==> config.mk <==
export PLATFORM = sky130hd
export DESIGN_NAME = cascaded_highpass_lowpass_audio_filter
export DESIGN_NICKNAME = d
export VERILOG_FILES = /design/src/rtl/core/chlaf_pkg.sv /design/src/rtl/core/cascaded_highpass_lowpass_audio_filter.sv
export SDC_FILE = /design/constraint.sdc
export NUM_CORES = 1
export LEC_CHECK = 0
export BUFFER_PORTS_ARGS = -buffer_cell sky130_fd_sc_hd__buf_2
export CELL_PAD_IN_SITES_DETAIL_PLACEMENT = 1
export CELL_PAD_IN_SITES_GLOBAL_PLACEMENT = 1
export CORE_UTILIZATION = 55
export CTS_BUF_LIST = sky130_fd_sc_hd__clkbuf_16
export DETAILED_ROUTE_END_ITERATION = 8
export GPL_TIMING_DRIVEN = 0
export PLACE_DENSITY = 0.92
export SLEW_MARGIN = 5
export SYNTH_ARGS = -nofsm -noshare
export SYNTH_HDL_FRONTEND = slang
export SYNTH_SLANG_ARGS = --single-unit
==> constraint.sdc <==
create_clock -name clk -period 21.6 [get_ports clk]
set_clock_uncertainty 0.15 [all_clocks]
set_input_delay 4.32 -clock clk [delete_from_list [all_inputs] [get_ports clk]]
set_output_delay 4.32 -clock clk [all_outputs]
set_load 0.02 [all_outputs]
==> src/rtl/core/chlaf_pkg.sv <==
// Shared types and constants for the cascaded high-pass / low-pass audio filter.
// Holds the sequencer state type, filter coefficients and sample limits.
// No dependencies.
package chlaf_pkg;

  // Sample and internal widths
  localparam int SAMPLE_W = 16;
  localparam int HP_W     = 24;   // high-pass stage history
  localparam int LP_W     = 17;   // low-pass stage history
  localparam int OPND_W   = 26;   // multiplier data operand
  localparam int COEF_W   = 18;   // multiplier coefficient operand
  localparam int PROD_W   = OPND_W + COEF_W;
  localparam int ACC_W    = PROD_W + 1;
  localparam int FRAC_W   = 16;   // Q16 coefficients

  // Coefficients (Q16)
  localparam logic signed [COEF_W-1:0] HP_COEFF     = 18'sd40960;
  localparam logic signed [COEF_W-1:0] LP_NEW_COEFF = 18'sd61439;  // 65535 - 4096
  localparam int                       LP_KEEP_SHL  = 12;          // y_prev * 4096

  // Saturation limits
  localparam logic signed [SAMPLE_W-1:0] S16_MAX = 16'sh7fff;
  localparam logic signed [SAMPLE_W-1:0] S16_MIN = 16'sh8000;

  // Sequencer states: each filter stage is one step on the shared multiplier
  typedef enum logic [3:0] {
    ST_IDLE,
    ST_HP1,
    ST_HP2,
    ST_HP3,
    ST_AMP,
    ST_LP1,
    ST_LP2,
    ST_LP3,
    ST_FIN
  } state_t;

endpackage

==> src/rtl/core/cascaded_highpass_lowpass_audio_filter.sv <==
// Each accepted sample steps through HP1, HP2, HP3, AMP, LP1, LP2, LP3 and FIN;
// FIN loads the output register, waiting while it still holds an unread sample.
// The single shared multiplier runs the three high-pass and three low-pass stages
// one after another, one stage a cycle. in_ready is high only in the idle state; a
// finished sample may wait in the output register while the next sample is taken in.
// Reset (rst_n, synchronous, active low) clears all filter history and the sequencer.
module cascaded_highpass_lowpass_audio_filter (
  input  logic                                  clk,
  input  logic                                  rst_n,
  input  logic                                  in_valid,
  output logic                                  in_ready,
  input  logic signed [chlaf_pkg::SAMPLE_W-1:0] in_sample_in,
  output logic                                  out_valid,
  input  logic                                  out_ready,
  output logic signed [chlaf_pkg::SAMPLE_W-1:0] out_sample_out
);
  import chlaf_pkg::*;

  // Sequencer
  state_t state_r, state_nxt;
  logic   out_valid_r, out_valid_nxt;
  logic   load_out;
  logic   in_xfer, out_xfer;

  // Filter history
  logic signed [SAMPLE_W-1:0] hp_in_r;
  logic signed [HP_W-1:0]     h1_r, h2_r, h3_r;
  logic signed [LP_W-1:0]     l1_r, l2_r, l3_r;

  // Working registers
  logic signed [SAMPLE_W-1:0] x_r;
  logic signed [HP_W-1:0]     prev_r;      // previous output of the stage just updated
  logic signed [SAMPLE_W-1:0] amp_r;
  logic signed [SAMPLE_W-1:0] out_r;

  // Shared multiply-accumulate unit
  logic signed [OPND_W-1:0] op_x, op_xp, op_yp, mult_a;
  logic signed [COEF_W-1:0] mult_c;
  logic signed [PROD_W-1:0] prod;
  logic signed [ACC_W-1:0]  addend, acc;
  logic                     is_lp;
  logic signed [HP_W-1:0]   hp_res;
  logic signed [LP_W-1:0]   lp_res;
  logic signed [SAMPLE_W-1:0] amp_sat, fin_sat;

  assign in_xfer  = in_valid && in_ready;
  assign out_xfer = out_valid && out_ready;

  // Next state
  always_comb begin
    state_nxt = state_r;
    case (state_r)
      ST_IDLE: if (in_valid) state_nxt = ST_HP1;
      ST_HP1:  state_nxt = ST_HP2;
      ST_HP2:  state_nxt = ST_HP3;
      ST_HP3:  state_nxt = ST_AMP;
      ST_AMP:  state_nxt = ST_LP1;
      ST_LP1:  state_nxt = ST_LP2;
      ST_LP2:  state_nxt = ST_LP3;
      ST_LP3:  state_nxt = ST_FIN;
      ST_FIN:  if (!out_valid_r || out_ready) state_nxt = ST_IDLE;
      default: state_nxt = ST_IDLE;
    endcase
  end

  // Sequencer outputs
  always_comb begin
    in_ready = 1'b0;
    load_out = 1'b0;
    case (state_r)
      ST_IDLE: in_ready = 1'b1;
      ST_FIN:  load_out = !out_valid_r || out_ready;
      default: begin
        in_ready = 1'b0;
        load_out = 1'b0;
      end
    endcase
  end

  always_comb begin
    out_valid_nxt = out_valid_r;
    if (load_out) out_valid_nxt = 1'b1;
    else if (out_xfer) out_valid_nxt = 1'b0;
  end

  // Operand selection for the stage in progress
  always_comb begin
    op_x  = '0;
    op_xp = '0;
    op_yp = '0;
    is_lp = 1'b0;
    case (state_r)
      ST_HP1: begin
        op_x  = {{(OPND_W-SAMPLE_W){x_r[SAMPLE_W-1]}}, x_r};
        op_xp = {{(OPND_W-SAMPLE_W){hp_in_r[SAMPLE_W-1]}}, hp_in_r};
        op_yp = {{(OPND_W-HP_W){h1_r[HP_W-1]}}, h1_r};
      end
      ST_HP2: begin
        op_x  = {{(OPND_W-HP_W){h1_r[HP_W-1]}}, h1_r};
        op_xp = {{(OPND_W-HP_W){prev_r[HP_W-1]}}, prev_r};
        op_yp = {{(OPND_W-HP_W){h2_r[HP_W-1]}}, h2_r};
      end
      ST_HP3: begin
        op_x  = {{(OPND_W-HP_W){h2_r[HP_W-1]}}, h2_r};
        op_xp = {{(OPND_W-HP_W){prev_r[HP_W-1]}}, prev_r};
        op_yp = {{(OPND_W-HP_W){h3_r[HP_W-1]}}, h3_r};
      end
      ST_LP1: begin
        is_lp = 1'b1;
        op_x  = {{(OPND_W-SAMPLE_W){amp_r[SAMPLE_W-1]}}, amp_r};
        op_yp = {{(OPND_W-LP_W){l1_r[LP_W-1]}}, l1_r};
      end
      ST_LP2: begin
        is_lp = 1'b1;
        op_x  = {{(OPND_W-LP_W){l1_r[LP_W-1]}}, l1_r};
        op_yp = {{(OPND_W-LP_W){l2_r[LP_W-1]}}, l2_r};
      end
      ST_LP3: begin
        is_lp = 1'b1;
        op_x  = {{(OPND_W-LP_W){l2_r[LP_W-1]}}, l2_r};
        op_yp = {{(OPND_W-LP_W){l3_r[LP_W-1]}}, l3_r};
      end
      default: begin
        op_x  = '0;
        op_xp = '0;
        op_yp = '0;
        is_lp = 1'b0;
      end
    endcase
  end

  // Multiply-accumulate: high-pass uses (x + y_prev - x_prev) * 40960,
  // low-pass uses x * 61439 + y_prev * 4096; floor shift by 16 is a bit-select
  always_comb begin
    mult_a = is_lp ? op_x : (op_x + op_yp - op_xp);
    mult_c = is_lp ? LP_NEW_COEFF : HP_COEFF;
    addend = is_lp ? ({{(ACC_W-OPND_W){op_yp[OPND_W-1]}}, op_yp} <<< LP_KEEP_SHL) : '0;
    prod   = mult_a * mult_c;
    acc    = {prod[PROD_W-1], prod} + addend;
    hp_res = acc[FRAC_W+HP_W-1:FRAC_W];
    lp_res = acc[FRAC_W+LP_W-1:FRAC_W];
  end

  // Gain of 4 after the high-pass chain, gain of 2 after the low-pass chain
  always_comb begin
    if (h3_r > 24'sd8191)
      amp_sat = S16_MAX;
    else if (h3_r < -24'sd8192)
      amp_sat = S16_MIN;
    else
      amp_sat = {h3_r[SAMPLE_W-3:0], 2'b00};

    if (l3_r > 17'sd16383)
      fin_sat = S16_MAX;
    else if (l3_r < -17'sd16384)
      fin_sat = S16_MIN;
    else
      fin_sat = {l3_r[SAMPLE_W-2:0], 1'b0};
  end

  // Control and filter history
  always_ff @(posedge clk) begin
    if (!rst_n) begin
      state_r     <= ST_IDLE;
      out_valid_r <= 1'b0;
      hp_in_r     <= '0;
      h1_r        <= '0;
      h2_r        <= '0;
      h3_r        <= '0;
      l1_r        <= '0;
      l2_r        <= '0;
      l3_r        <= '0;
    end else begin
      state_r     <= state_nxt;
      out_valid_r <= out_valid_nxt;
      case (state_r)
        ST_HP1: begin
          hp_in_r <= x_r;
          h1_r    <= hp_res;
        end
        ST_HP2:  h2_r <= hp_res;
        ST_HP3:  h3_r <= hp_res;
        ST_LP1:  l1_r <= lp_res;
        ST_LP2:  l2_r <= lp_res;
        ST_LP3:  l3_r <= lp_res;
        default: ;
      endcase
    end
  end

  // Working registers, no reset needed
  always_ff @(posedge clk) begin
    if (in_xfer) x_r <= in_sample_in;
    if (state_r == ST_HP1) prev_r <= h1_r;
    if (state_r == ST_HP2) prev_r <= h2_r;
    if (state_r == ST_AMP) amp_r <= amp_sat;
    if (load_out) out_r <= fin_sat;
  end

  assign out_valid      = out_valid_r;
  assign out_sample_out = out_r;

  // Checks
  a_accept_starts: assert property (@(posedge clk) disable iff (!rst_n)
    in_xfer |=> state_r == ST_HP1)
    else $error("accepted sample did not start the high-pass chain");

  a_fin_loads: assert property (@(posedge clk) disable iff (!rst_n)
    (state_r == ST_FIN && (!out_valid_r || out_ready)) |=> (out_valid_r && state_r == ST_IDLE))
    else $error("finished sample not loaded into output register");

  a_out_source: assert property (@(posedge clk) disable iff (!rst_n)
    $rose(out_valid_r) |-> $past(state_r) == ST_FIN)
    else $error("output valid raised outside the final step");

  a_busy_not_ready: assert property (@(posedge clk) disable iff (!rst_n)
    (state_r == ST_HP1) |-> ##7 (state_r == ST_FIN && !in_ready))
    else $error("sequencer step count broken");

endmodule
### After elaboration in Yosys (flattened, before gate mapping)

Cells that the tools add are included.

| operators by class | value |
|---|---|
| add/subtract/negate cells | 3 |
| $mul | 1 |
| order comparisons | 4 |
| eq/ne operators | 10 |
| mux-type cells | 18 |
| reduce and logical (&&, ||, !) cells | 10 |

Operators by type and width:

| kind | count |
|---|---|
| 26-bit case mux with 6 select lines | 2 |
| 26-bit case mux with 2 select lines | 1 |
| 24-bit 2-to-1 mux | 2 |
| 40-bit adder | 1 |
| 26-bit by 17-bit multiplier with 40-bit output | 1 |
| 40-bit 2-to-1 mux | 1 |
| 4-bit case mux with 9 select lines | 1 |
| 16-bit 2-to-1 mux | 2 |
| 26-bit adder | 1 |
| 26-bit 2-to-1 mux | 1 |
| 26-bit subtractor | 1 |
| 24-bit by 14-bit greater-than comparator with 1-bit output, second input constant | 1 |
| 24-bit by 14-bit < comparator with 1-bit output, second input constant | 1 |
| 17-bit by 15-bit greater-than comparator with 1-bit output, second input constant | 1 |
| 17-bit by 15-bit < comparator with 1-bit output, second input constant | 1 |
| 4-bit by 3-bit == test with 1-bit output, second input constant | 4 |
| 15-bit 2-to-1 mux | 1 |
| 4-bit by 2-bit == test with 1-bit output, second input constant | 2 |
| 4-bit 2-to-1 mux | 2 |
| 1-bit 2-to-1 mux | 5 |
| 4-bit by 1-bit == test with 1-bit output, second input constant | 1 |
| 4-bit == test, second input constant | 1 |
| 4-bit logical NOT | 1 |
| 2-bit != test, second input constant | 2 |
| other kinds (7) | 9 |

| storage, ports and cells | value |
|---|---|
| register bits after elaboration | 216 |
| output and inout port bits | 18 |
| word-level logic and storage cells | 59 |

### Depth between registers and ports, before layout

Gate-level depths: netlist (run 1).

| logic depth | value |
|---|---|
| depth in word-level cells | 7 |
| mapped depth | 40 |
| depth with buffers taken out | 38 |

### Worst setup path before layout (run 1)

OpenSTA, ideal clock, no wires.

| path | value |
|---|---|
| path type | register to register |
| start point | register state_r[0] |
| end point | register h1_r[23] |
| setup time | 122 ps |
| data arrival time | 9576 ps |
| required time | 21328 ps |
| setup slack | 11752 ps |
| cell stages (with the launch flop) | 38 |
| period minus slack after synthesis | 9848 ps |
| cells stage by stage | dfxtp_1 -> clkbuf_1 -> nand2b_1 -> nor3_1 -> clkbuf_1 -> buf_1 -> buf_1 -> a22oi_1 -> fa_1 -> ha_1 -> and2_4 -> a311oi_1 -> a21o_1 -> a31oi_1 -> o41ai_2 -> o21ai_0 -> a2111o_1 -> a31oi_1 -> (+2 left out) -> ha_1 -> inv_1 -> fa_1 -> fa_1 -> inv_1 -> fa_1 -> fa_1 -> inv_1 -> fa_1 -> inv_1 -> ha_1 -> a21o_1 -> a21oi_1 -> nand2_1 -> a211oi_1 -> nor2_1 -> and3b_1 -> a311o_1 |

| on the way | value |
|---|---|
| longest elaborated chain between the ends | 7 |

Ends and longest elaborated chain:

| item | RTL line | source |
|---|---|---|
| from (decl) | cascaded_highpass_lowpass_audio_filter.sv:20 | `state_t state_r, state_nxt;` |
| from (signal assigned) | cascaded_highpass_lowpass_audio_filter.sv:174 | `state_r <= state_nxt;` |
| 4-bit by 3-bit == test with 1-bit output (tied with other cells) | cascaded_highpass_lowpass_audio_filter.sv:92 | `case (state_r)` |
| 26-bit case mux with 6 select lines or 2-bit OR reduction (tied branches) | - |  |
| 26-bit adder or 26-bit case mux with 2 select lines (tied branches) | cascaded_highpass_lowpass_audio_filter.sv:135, cascaded_highpass_lowpass_audio_filter.sv:92 |  |
| 26-bit subtractor | cascaded_highpass_lowpass_audio_filter.sv:135 | `mult_a = is_lp ? op_x : (op_x + op_yp - op_xp);` |
| 26-bit 2-to-1 mux | cascaded_highpass_lowpass_audio_filter.sv:135 |  |
| 26-bit by 17-bit multiplier with 40-bit output | cascaded_highpass_lowpass_audio_filter.sv:138 | `prod = mult_a * mult_c;` |
| 40-bit adder | cascaded_highpass_lowpass_audio_filter.sv:139 | `acc = {prod[PROD_W-1], prod} + addend;` |
| to (signal assigned) | cascaded_highpass_lowpass_audio_filter.sv:179 | `h1_r <= hp_res;` |
| to (decl) | cascaded_highpass_lowpass_audio_filter.sv:27 | `logic signed [HP_W-1:0] h1_r, h2_r, h3_r;` |

Parallel ways exist; a longest one is shown, timed or not.
A chain may end at the register's enable or synchronous reset.

### Final worst setup path (run 1)

| path | value |
|---|---|
| start point | register state_r[0] |
| end point | register h3_r[16] |

| on the way | value |
|---|---|
| longest elaborated chain between the ends | 7 |

Ends and longest elaborated chain:

| item | RTL line | source |
|---|---|---|
| 4-bit by 3-bit == test with 1-bit output (tied with other cells) | cascaded_highpass_lowpass_audio_filter.sv:92 |  |
| 26-bit case mux with 6 select lines or 2-bit OR reduction (tied branches) | - |  |
| 26-bit adder or 26-bit case mux with 2 select lines (tied branches) | cascaded_highpass_lowpass_audio_filter.sv:135, cascaded_highpass_lowpass_audio_filter.sv:92 |  |
| 26-bit subtractor | cascaded_highpass_lowpass_audio_filter.sv:135 |  |
| 26-bit 2-to-1 mux | cascaded_highpass_lowpass_audio_filter.sv:135 |  |
| 26-bit by 17-bit multiplier with 40-bit output | cascaded_highpass_lowpass_audio_filter.sv:138 |  |
| 40-bit adder | cascaded_highpass_lowpass_audio_filter.sv:139 |  |
| to (signal assigned) | cascaded_highpass_lowpass_audio_filter.sv:182 | `ST_HP3: h3_r <= hp_res;` |
| to (decl) | cascaded_highpass_lowpass_audio_filter.sv:27 |  |

Parallel ways exist; a longest one is shown, timed or not.

==> results.sh, run 1 <==
export IMPL_status="finished, final reports clean"
export IMPL_yosysWarnings=0
export IMPL_grt_max_degree=25
export IMPL_fmax_mhz=75.6
export IMPL_timing_final_crit_share_pct=61.2
export IMPL_cts_tree="yes"
export IMPL_io_pins=38
export IMPL_holdBufCountCts=0
export IMPL_synth_async_reset_ratio_pct=0
export IMPL_syn_inst=2249
export IMPL_clock_latency_ps=530
export IMPL_syn_to_final_growth_pct=7.21
export IMPL_synth_top_flop_cell="dfxtp_1"
export IMPL_ctsResizeCount=0
export IMPL_vias_per_cell=6.23
export IMPL_hold_path_class="reg -> reg"
export IMPL_worst_path_largest_cell_delay_ps=810
export IMPL_cp_max_fo=10
export IMPL_htree_num_levels=1
export IMPL_numPortBuffers=37
export IMPL_worst_hold_slack_ps=309
export IMPL_antenna_found_initial=2
export IMPL_antenna_left=0
export IMPL_wl_per_cell_um=27.5
export IMPL_gp_congestion=1.01
export IMPL_syn_num_nets=2736
export IMPL_dr_pass1_iters=5
export IMPL_grt_pass1_wl_mm=119
export IMPL_final_max_slew_viol_count=0
export IMPL_cp_end_kind="register"
export IMPL_timing_final_hold_violations=0
export IMPL_crit_required_ps=21800
export IMPL_cts_buffer_depth=3
export IMPL_synth_edf_count=71
export IMPL_cp_arrival_ps=13430
export IMPL_first_global_vias=20000
export IMPL_place_inst=2799
export IMPL_setup_slack_ps=8380
export IMPL_cts_root_buf="clkbuf_16"
export IMPL_critPathSlowestCell="xor2_1"
export IMPL_crit_type="reg -> reg"
export IMPL_grt_ovfl_total=0
export IMPL_diodes=0
export IMPL_core_rowCount=71
export IMPL_cts_setup_buffers=0
export IMPL_synthesis_area_um2=21100
export IMPL_dpl_hpwl_mm=65.2
export IMPL_die_area_um2=39100
export IMPL_synth_seq_cells=215
export IMPL_finalNonFillerCells=2839
export IMPL_setup_viol=0
export IMPL_n_fill_cell=4351
export IMPL_drc=0
export IMPL_place_ws_ps=8960
export IMPL_rsz0062_at_grt="false"
export IMPL_yosysSeqAreaShare_pct=23.8
export IMPL_nNetsFinal=2799
export IMPL_die_width_um=198
export IMPL_synth_top_area_share_pct=29.8
export IMPL_relSlewSlack_pct=15.2
export IMPL_dr_first_iter_drc_count=1590
export IMPL_cts_clk_slew_worst_paths_ps=70
export IMPL_die_height_um=198
export IMPL_synth_distinct_cells=76
export IMPL_min_period_ps=13220
export IMPL_routed_wirelength_mm=78.0
export IMPL_start_util_pct=56.0
export IMPL_avgSynthCellArea_um2=9.37
export IMPL_crit_top_cell="fa_1"
export IMPL_core_area_um2=37700
export IMPL_cp_start_kind="register"
export IMPL_grt_usage_pct=41.3
export IMPL_maxCapViolations=0
export IMPL_yosys_top_cells_area="fa_1 30%, dfxtp_1 14%, edfxtp_1 10%"
export IMPL_cts_num_sinks=215
export IMPL_synth_top_area_cell="fa_1"
export IMPL_tightest_slew_ps=1260
export IMPL_vias=17700
export IMPL_drive_gt1_share_pct=4.73
export IMPL_finalSetupTns_ps=0
export IMPL_cts_made_buffers=22
## path summary, 6_finish.rpt
| kind | cells after the start | end | start | slack, ps |
|---|---|---|---|---|
| min reg2reg | 2 | hp_in_r[4] | hp_in_r[4] | 310 |
| min | 2 | hp_in_r[4] | hp_in_r[4] | 310 |
| max reg2reg | 36 | h3_r[16] | state_r[0] | 8380 |
| max | 36 | h3_r[16] | state_r[0] | 8380 |
## cell usage in the layout, fill, tap and decap left out, types with 11 or more instances in the layout
cell         n
fa_1       314
a21oi_1    102
nand4_1     32
and2_1      31
nand2b_1    12
nand2_1    281
dfxtp_1    144
ha_1       153
nand3_1     45
xor2_1      20
o21a_1      18
clkbuf_1    75
nor2_1     134
a21o_1      48
a22oi_1     83
inv_1      398
buf_1       11
o21ai_0     76
a211oi_1    26
edfxtp_1    71
and3_1      13
clkbuf_16   22
buf_2       41
xnor2_1     25
## flip-flops by register name (all words and copies together) (netlist names), 16 cells and up
| signal | count |
|---|---|
| out_sample_out | 16 |
| prev_r | 24 |
| l2_r | 17 |
| h1_r | 24 |
| l3_r | 17 |
| l1_r | 17 |
| x_r | 16 |
| hp_in_r | 16 |
| h3_r | 24 |
| h2_r | 24 |
## final cells by class
class	count	area [µm²]	share of cell area [%]
Multi-Input combinational cell	1547	14200	63.0
Sequential cell	215	5010	22.2
Tap cell	511	639	2.83
Clock inverter	18	98.8	0.437
Clock buffer	22	551	2.44
Inverter	393	1480	6.53
Timing Repair Buffer	39	200	0.886
Buffer	94	384	1.70
## cells by family after synthesis
kind of cell | synth area share [%]
xor+xnor | 2.02
compound gates | 13.3
fa+ha+maj | 38.9
buf+inv | 8.82
mux | 0.208
simple gates | 12.9
flops | 23.8
## critical path: cells and delay by family, from the launching register on
kind                     cells  cell delay [ps]
AO/OA/AOI/OAI               12             2880
XOR/XNOR                     2              900
adder cells (fa/ha/maj)      9             4170
buffers and inverters        6             2130
flip-flops                   1              470
AND/OR/NAND/NOR              7             2270
## through the flow
step,area (µm²),util [%]
6_report,22600,60.0
5_1_grt,22600,60.0
4_1_cts,22600,60.0
3_5_place_dp,21900,58.2
3_3_place_gp,21900,58.1
2_1_floorplan,21100,-
## metal layers
metal | wire length (µm) | vias to the layer above | global-route usage [%]
met1 | 29200 | 9042 | 48.9
li1 | - | 7478 | -
met4 | 4760 | 0 | 23.6
met3 | 6230 | 288 | 8.52
met5 | 0 | - | 0
met2 | 37800 | 882 | 69.8
## synthesized netlist by cell type, types with 7 or more instances
master / instances
a31oi_1: 10
inv_1: 392
dfxtp_1: 144
nand2b_1: 12
a221oi_1: 10
clkbuf_1: 75
ha_1: 153
edfxtp_1: 71
a22oi_1: 83
and3_1: 13
buf_1: 11
or2_2: 8
a21o_1: 48
a21oi_1: 102
o21a_1: 18
nor3_1: 14
a211oi_1: 26
xor2_1: 20
nor2b_1: 7
xnor2_1: 26
fa_1: 314
nand2_1: 281
nor2_1: 134
o21ai_0: 76
nand4_1: 32
nand3_1: 45
and2_1: 31
Power of run 1 is left out: the tool's default activity adds up to more than one toggle a clock period on the data nets, which glitch-free logic cannot reach.
==> run 2, diff against run 1 <==
- ABC_AREA: not set -> 1
- CORE_UTILIZATION: 55 -> 50
- PLACE_DENSITY: 0.92 -> 0.87
- clock period: 21.6 -> 12.49 ns (I/O delays scaled with it)
==> run 2 against run 1 <==
Area after synthesis up 8.4%. Sequential cell count unchanged. Utilization fell by 5.0 points. Setup slack worse by 8000 ps. Design area up 8.5%. Fmax rose by 9.6%.
==> results.sh, run 2 <==
export IMPL_status="finished, final reports clean"
export IMPL_syn_inst=2789
export IMPL_cts_root_buf="clkbuf_16"
export IMPL_r2r_end="h1_r[23]"
export IMPL_tightest_slew_ps=1290
export IMPL_first_global_vias=22600
export IMPL_cts_num_sinks=215
export IMPL_ctsResizeCount=0
export IMPL_critPathSlowestCell="nor4_1"
export IMPL_vias=20700
export IMPL_grt_max_degree=26
export IMPL_holdBufCountCts=0
export IMPL_n_fill_cell=5456
export IMPL_die_height_um=216
export IMPL_die_area_um2=46500
export IMPL_nNetsFinal=3342
export IMPL_hold_start="hp_in_r[8]"
export IMPL_cp_arrival_ps=12310
export IMPL_synth_async_reset_ratio_pct=0
export IMPL_regArea_um2=5010
export IMPL_antenna_found_initial=1
export IMPL_syn_to_final_growth_pct=7.33
export IMPL_worst_path_largest_cell_delay_ps=830
export IMPL_setup_viol=0
export IMPL_rrSetupSlack_ps=420
export IMPL_holdPathStages=2
export IMPL_cp_max_fo=10
export IMPL_multi_input_area_um2=14600
export IMPL_yosys_top_cells_area="fa_1 28%, dfxtp_1 13%, inv_1 13%"
export IMPL_synth_distinct_cells=57
export IMPL_crit_type="reg -> reg"
export IMPL_synthesis_area_um2=22800
export IMPL_clock_latency_ps=540
export IMPL_drc=0
export IMPL_avgSynthCellArea_um2=8.19
export IMPL_setup_slack_ps=425
export IMPL_synth_top_area_cell="fa_1"
export IMPL_cts_made_buffers=21
export IMPL_cts_clk_slew_worst_paths_ps=70
export IMPL_final_max_slew_viol_count=0
export IMPL_drive_gt1_share_pct=5.12
export IMPL_rsz0062_at_grt="false"
export IMPL_grt_ovfl_total=0
export IMPL_final_area_um2=24500
export IMPL_routed_wirelength_mm=90.4
export IMPL_core_rowCount=77
export IMPL_finalSetupTns_ps=0
export IMPL_cts_buffer_depth=3
export IMPL_relSlewSlack_pct=14.1
export IMPL_io_pins=38
export IMPL_synth_top_area_share_pct=27.5
export IMPL_fin_util_pct=55.0
export IMPL_gp_congestion=0.979
export IMPL_maxCapViolations=0
export IMPL_hold_path_class="reg -> reg"
export IMPL_worstHoldEndpoint="hp_in_r[8]"
export IMPL_synth_edf_count=71
export IMPL_htree_num_levels=1
export IMPL_timing_final_hold_violations=0
export IMPL_die_width_um=216
export IMPL_dr_pass1_iters=9
export IMPL_cts_tree="yes"
export IMPL_cp_start_kind="register"
export IMPL_syn_num_nets=3276
export IMPL_wl_per_cell_um=26.1
export IMPL_reg2reg_depth=43
export IMPL_min_period_ps=12070
export IMPL_dpl_hpwl_mm=75.9
export IMPL_rr_startpoint="state_r[2]"
export IMPL_grt_pass1_wl_mm=135
export IMPL_core_area_um2=44600
export IMPL_postPlaceCellArea_um2=23900
export IMPL_antenna_left=0
export IMPL_start_util_pct=51.2
export IMPL_numPortBuffers=36
export IMPL_final_cell_mix="774 x inv_1, 331 x nand2_1, 314 x fa_1, 183 x a21oi_1, 153 x ha_1"
export IMPL_synth_most_common_cell="inv_1"
export IMPL_grt_usage_pct=39.3
export IMPL_cp_end_kind="register"
export IMPL_timing_final_crit_share_pct=96.6
export IMPL_synth_top_flop_cell="dfxtp_1"
export IMPL_fmax_mhz=82.9
export IMPL_crit_required_ps=12730
export IMPL_cts_setup_buffers=0
export IMPL_yosys_top_cells_count="767 x inv_1, 331 x nand2_1, 314 x fa_1"
export IMPL_yosysSeqAreaShare_pct=22.0
export IMPL_final_common_cell="inv_1"
export IMPL_cp_startpoint="state_r[2]"
export IMPL_place_ws_ps=326
export IMPL_yosysWarnings=0
export IMPL_dr_first_iter_drc_count=2129
export IMPL_synth_seq_cells=215
export IMPL_vias_per_cell=5.98
## run 2: cell count changes after synthesis, sizes merged, moves of 24 or more
| cell | previous run | this run |
|---|---|---|
| nand2 | 281 | 341 |
| nand3 | 45 | 115 |
| nor4 | 4 | 28 |
| a211oi | 27 | 1 |
| a22oi | 83 | 0 |
| and2 | 32 | 1 |
| o211ai | 3 | 33 |
| inv | 392 | 782 |
| a21oi | 102 | 184 |
| o22ai | 1 | 47 |
| a21o | 50 | 12 |
| o21ai | 80 | 170 |
## run 2: cell type report
type / count / area share, %
diodes: 1 / 0.0102
plain buffers: 89 / 1.44
clock buffers: 21 / 2.14
clock inverters: 17 / 0.291
inverters: 782 / 12.0
multi-input cells: 1703 / 59.7
flip-flops and latches: 215 / 20.5
well taps: 592 / 3.02
repair buffers: 43 / 0.965
## run 2: logic make-up after synthesis
logic type                 count (synthesis)  synth area share (%)
AOI/OAI and AO/OA                        532                  13.9
adders and majority gates                467                  35.9
DFF                                      215                  22.0
and+or+nand+nor                          683                  12.9
xor gates and xnor gates                  20                 0.964
buffers and inverters                    871                  14.4
muxes                                      1                0.0438
## run 2: worst max path at each step
stage / endpoint
3_3_place_gp: h2_r[23]
2_1_floorplan: h1_r[23]
3_5_place_dp: h3_r[23]
4_1_cts: h2_r[23]
6_report: h1_r[23]
5_1_grt: h1_r[23]
## run 2: per-layer routing
| metal | GRT usage, % | share of wire, % | up-vias |
|---|---|---|---|
| li1 | - | - | 8870 |
| met2 | 64.3 | 46 | 1116 |
| met5 | 0 | 0.013 | - |
| met3 | 7.88 | 9.1 | 339 |
| met4 | 20.8 | 6.3 | 2 |
| met1 | 49.2 | 38 | 10400 |
## run 2: worst max-delay path, delay by kind of cell, from the launching register on
kind,cells,cell delay [ps]
DFF,1,290
buffers and inverters,10,2070
adders and majority gates,9,4190
AOI/OAI and AO/OA,11,3000
and+or+nand+nor,13,2160
## run 2: metrics by stage
stage	hold WS, ps	instances
finish	321	3463
floorplan	290	2789
global route	340	3462
detailed placement	310	3424
global placement	303	3417
CTS	320	3462
Power of run 2 is left out for the same reason.
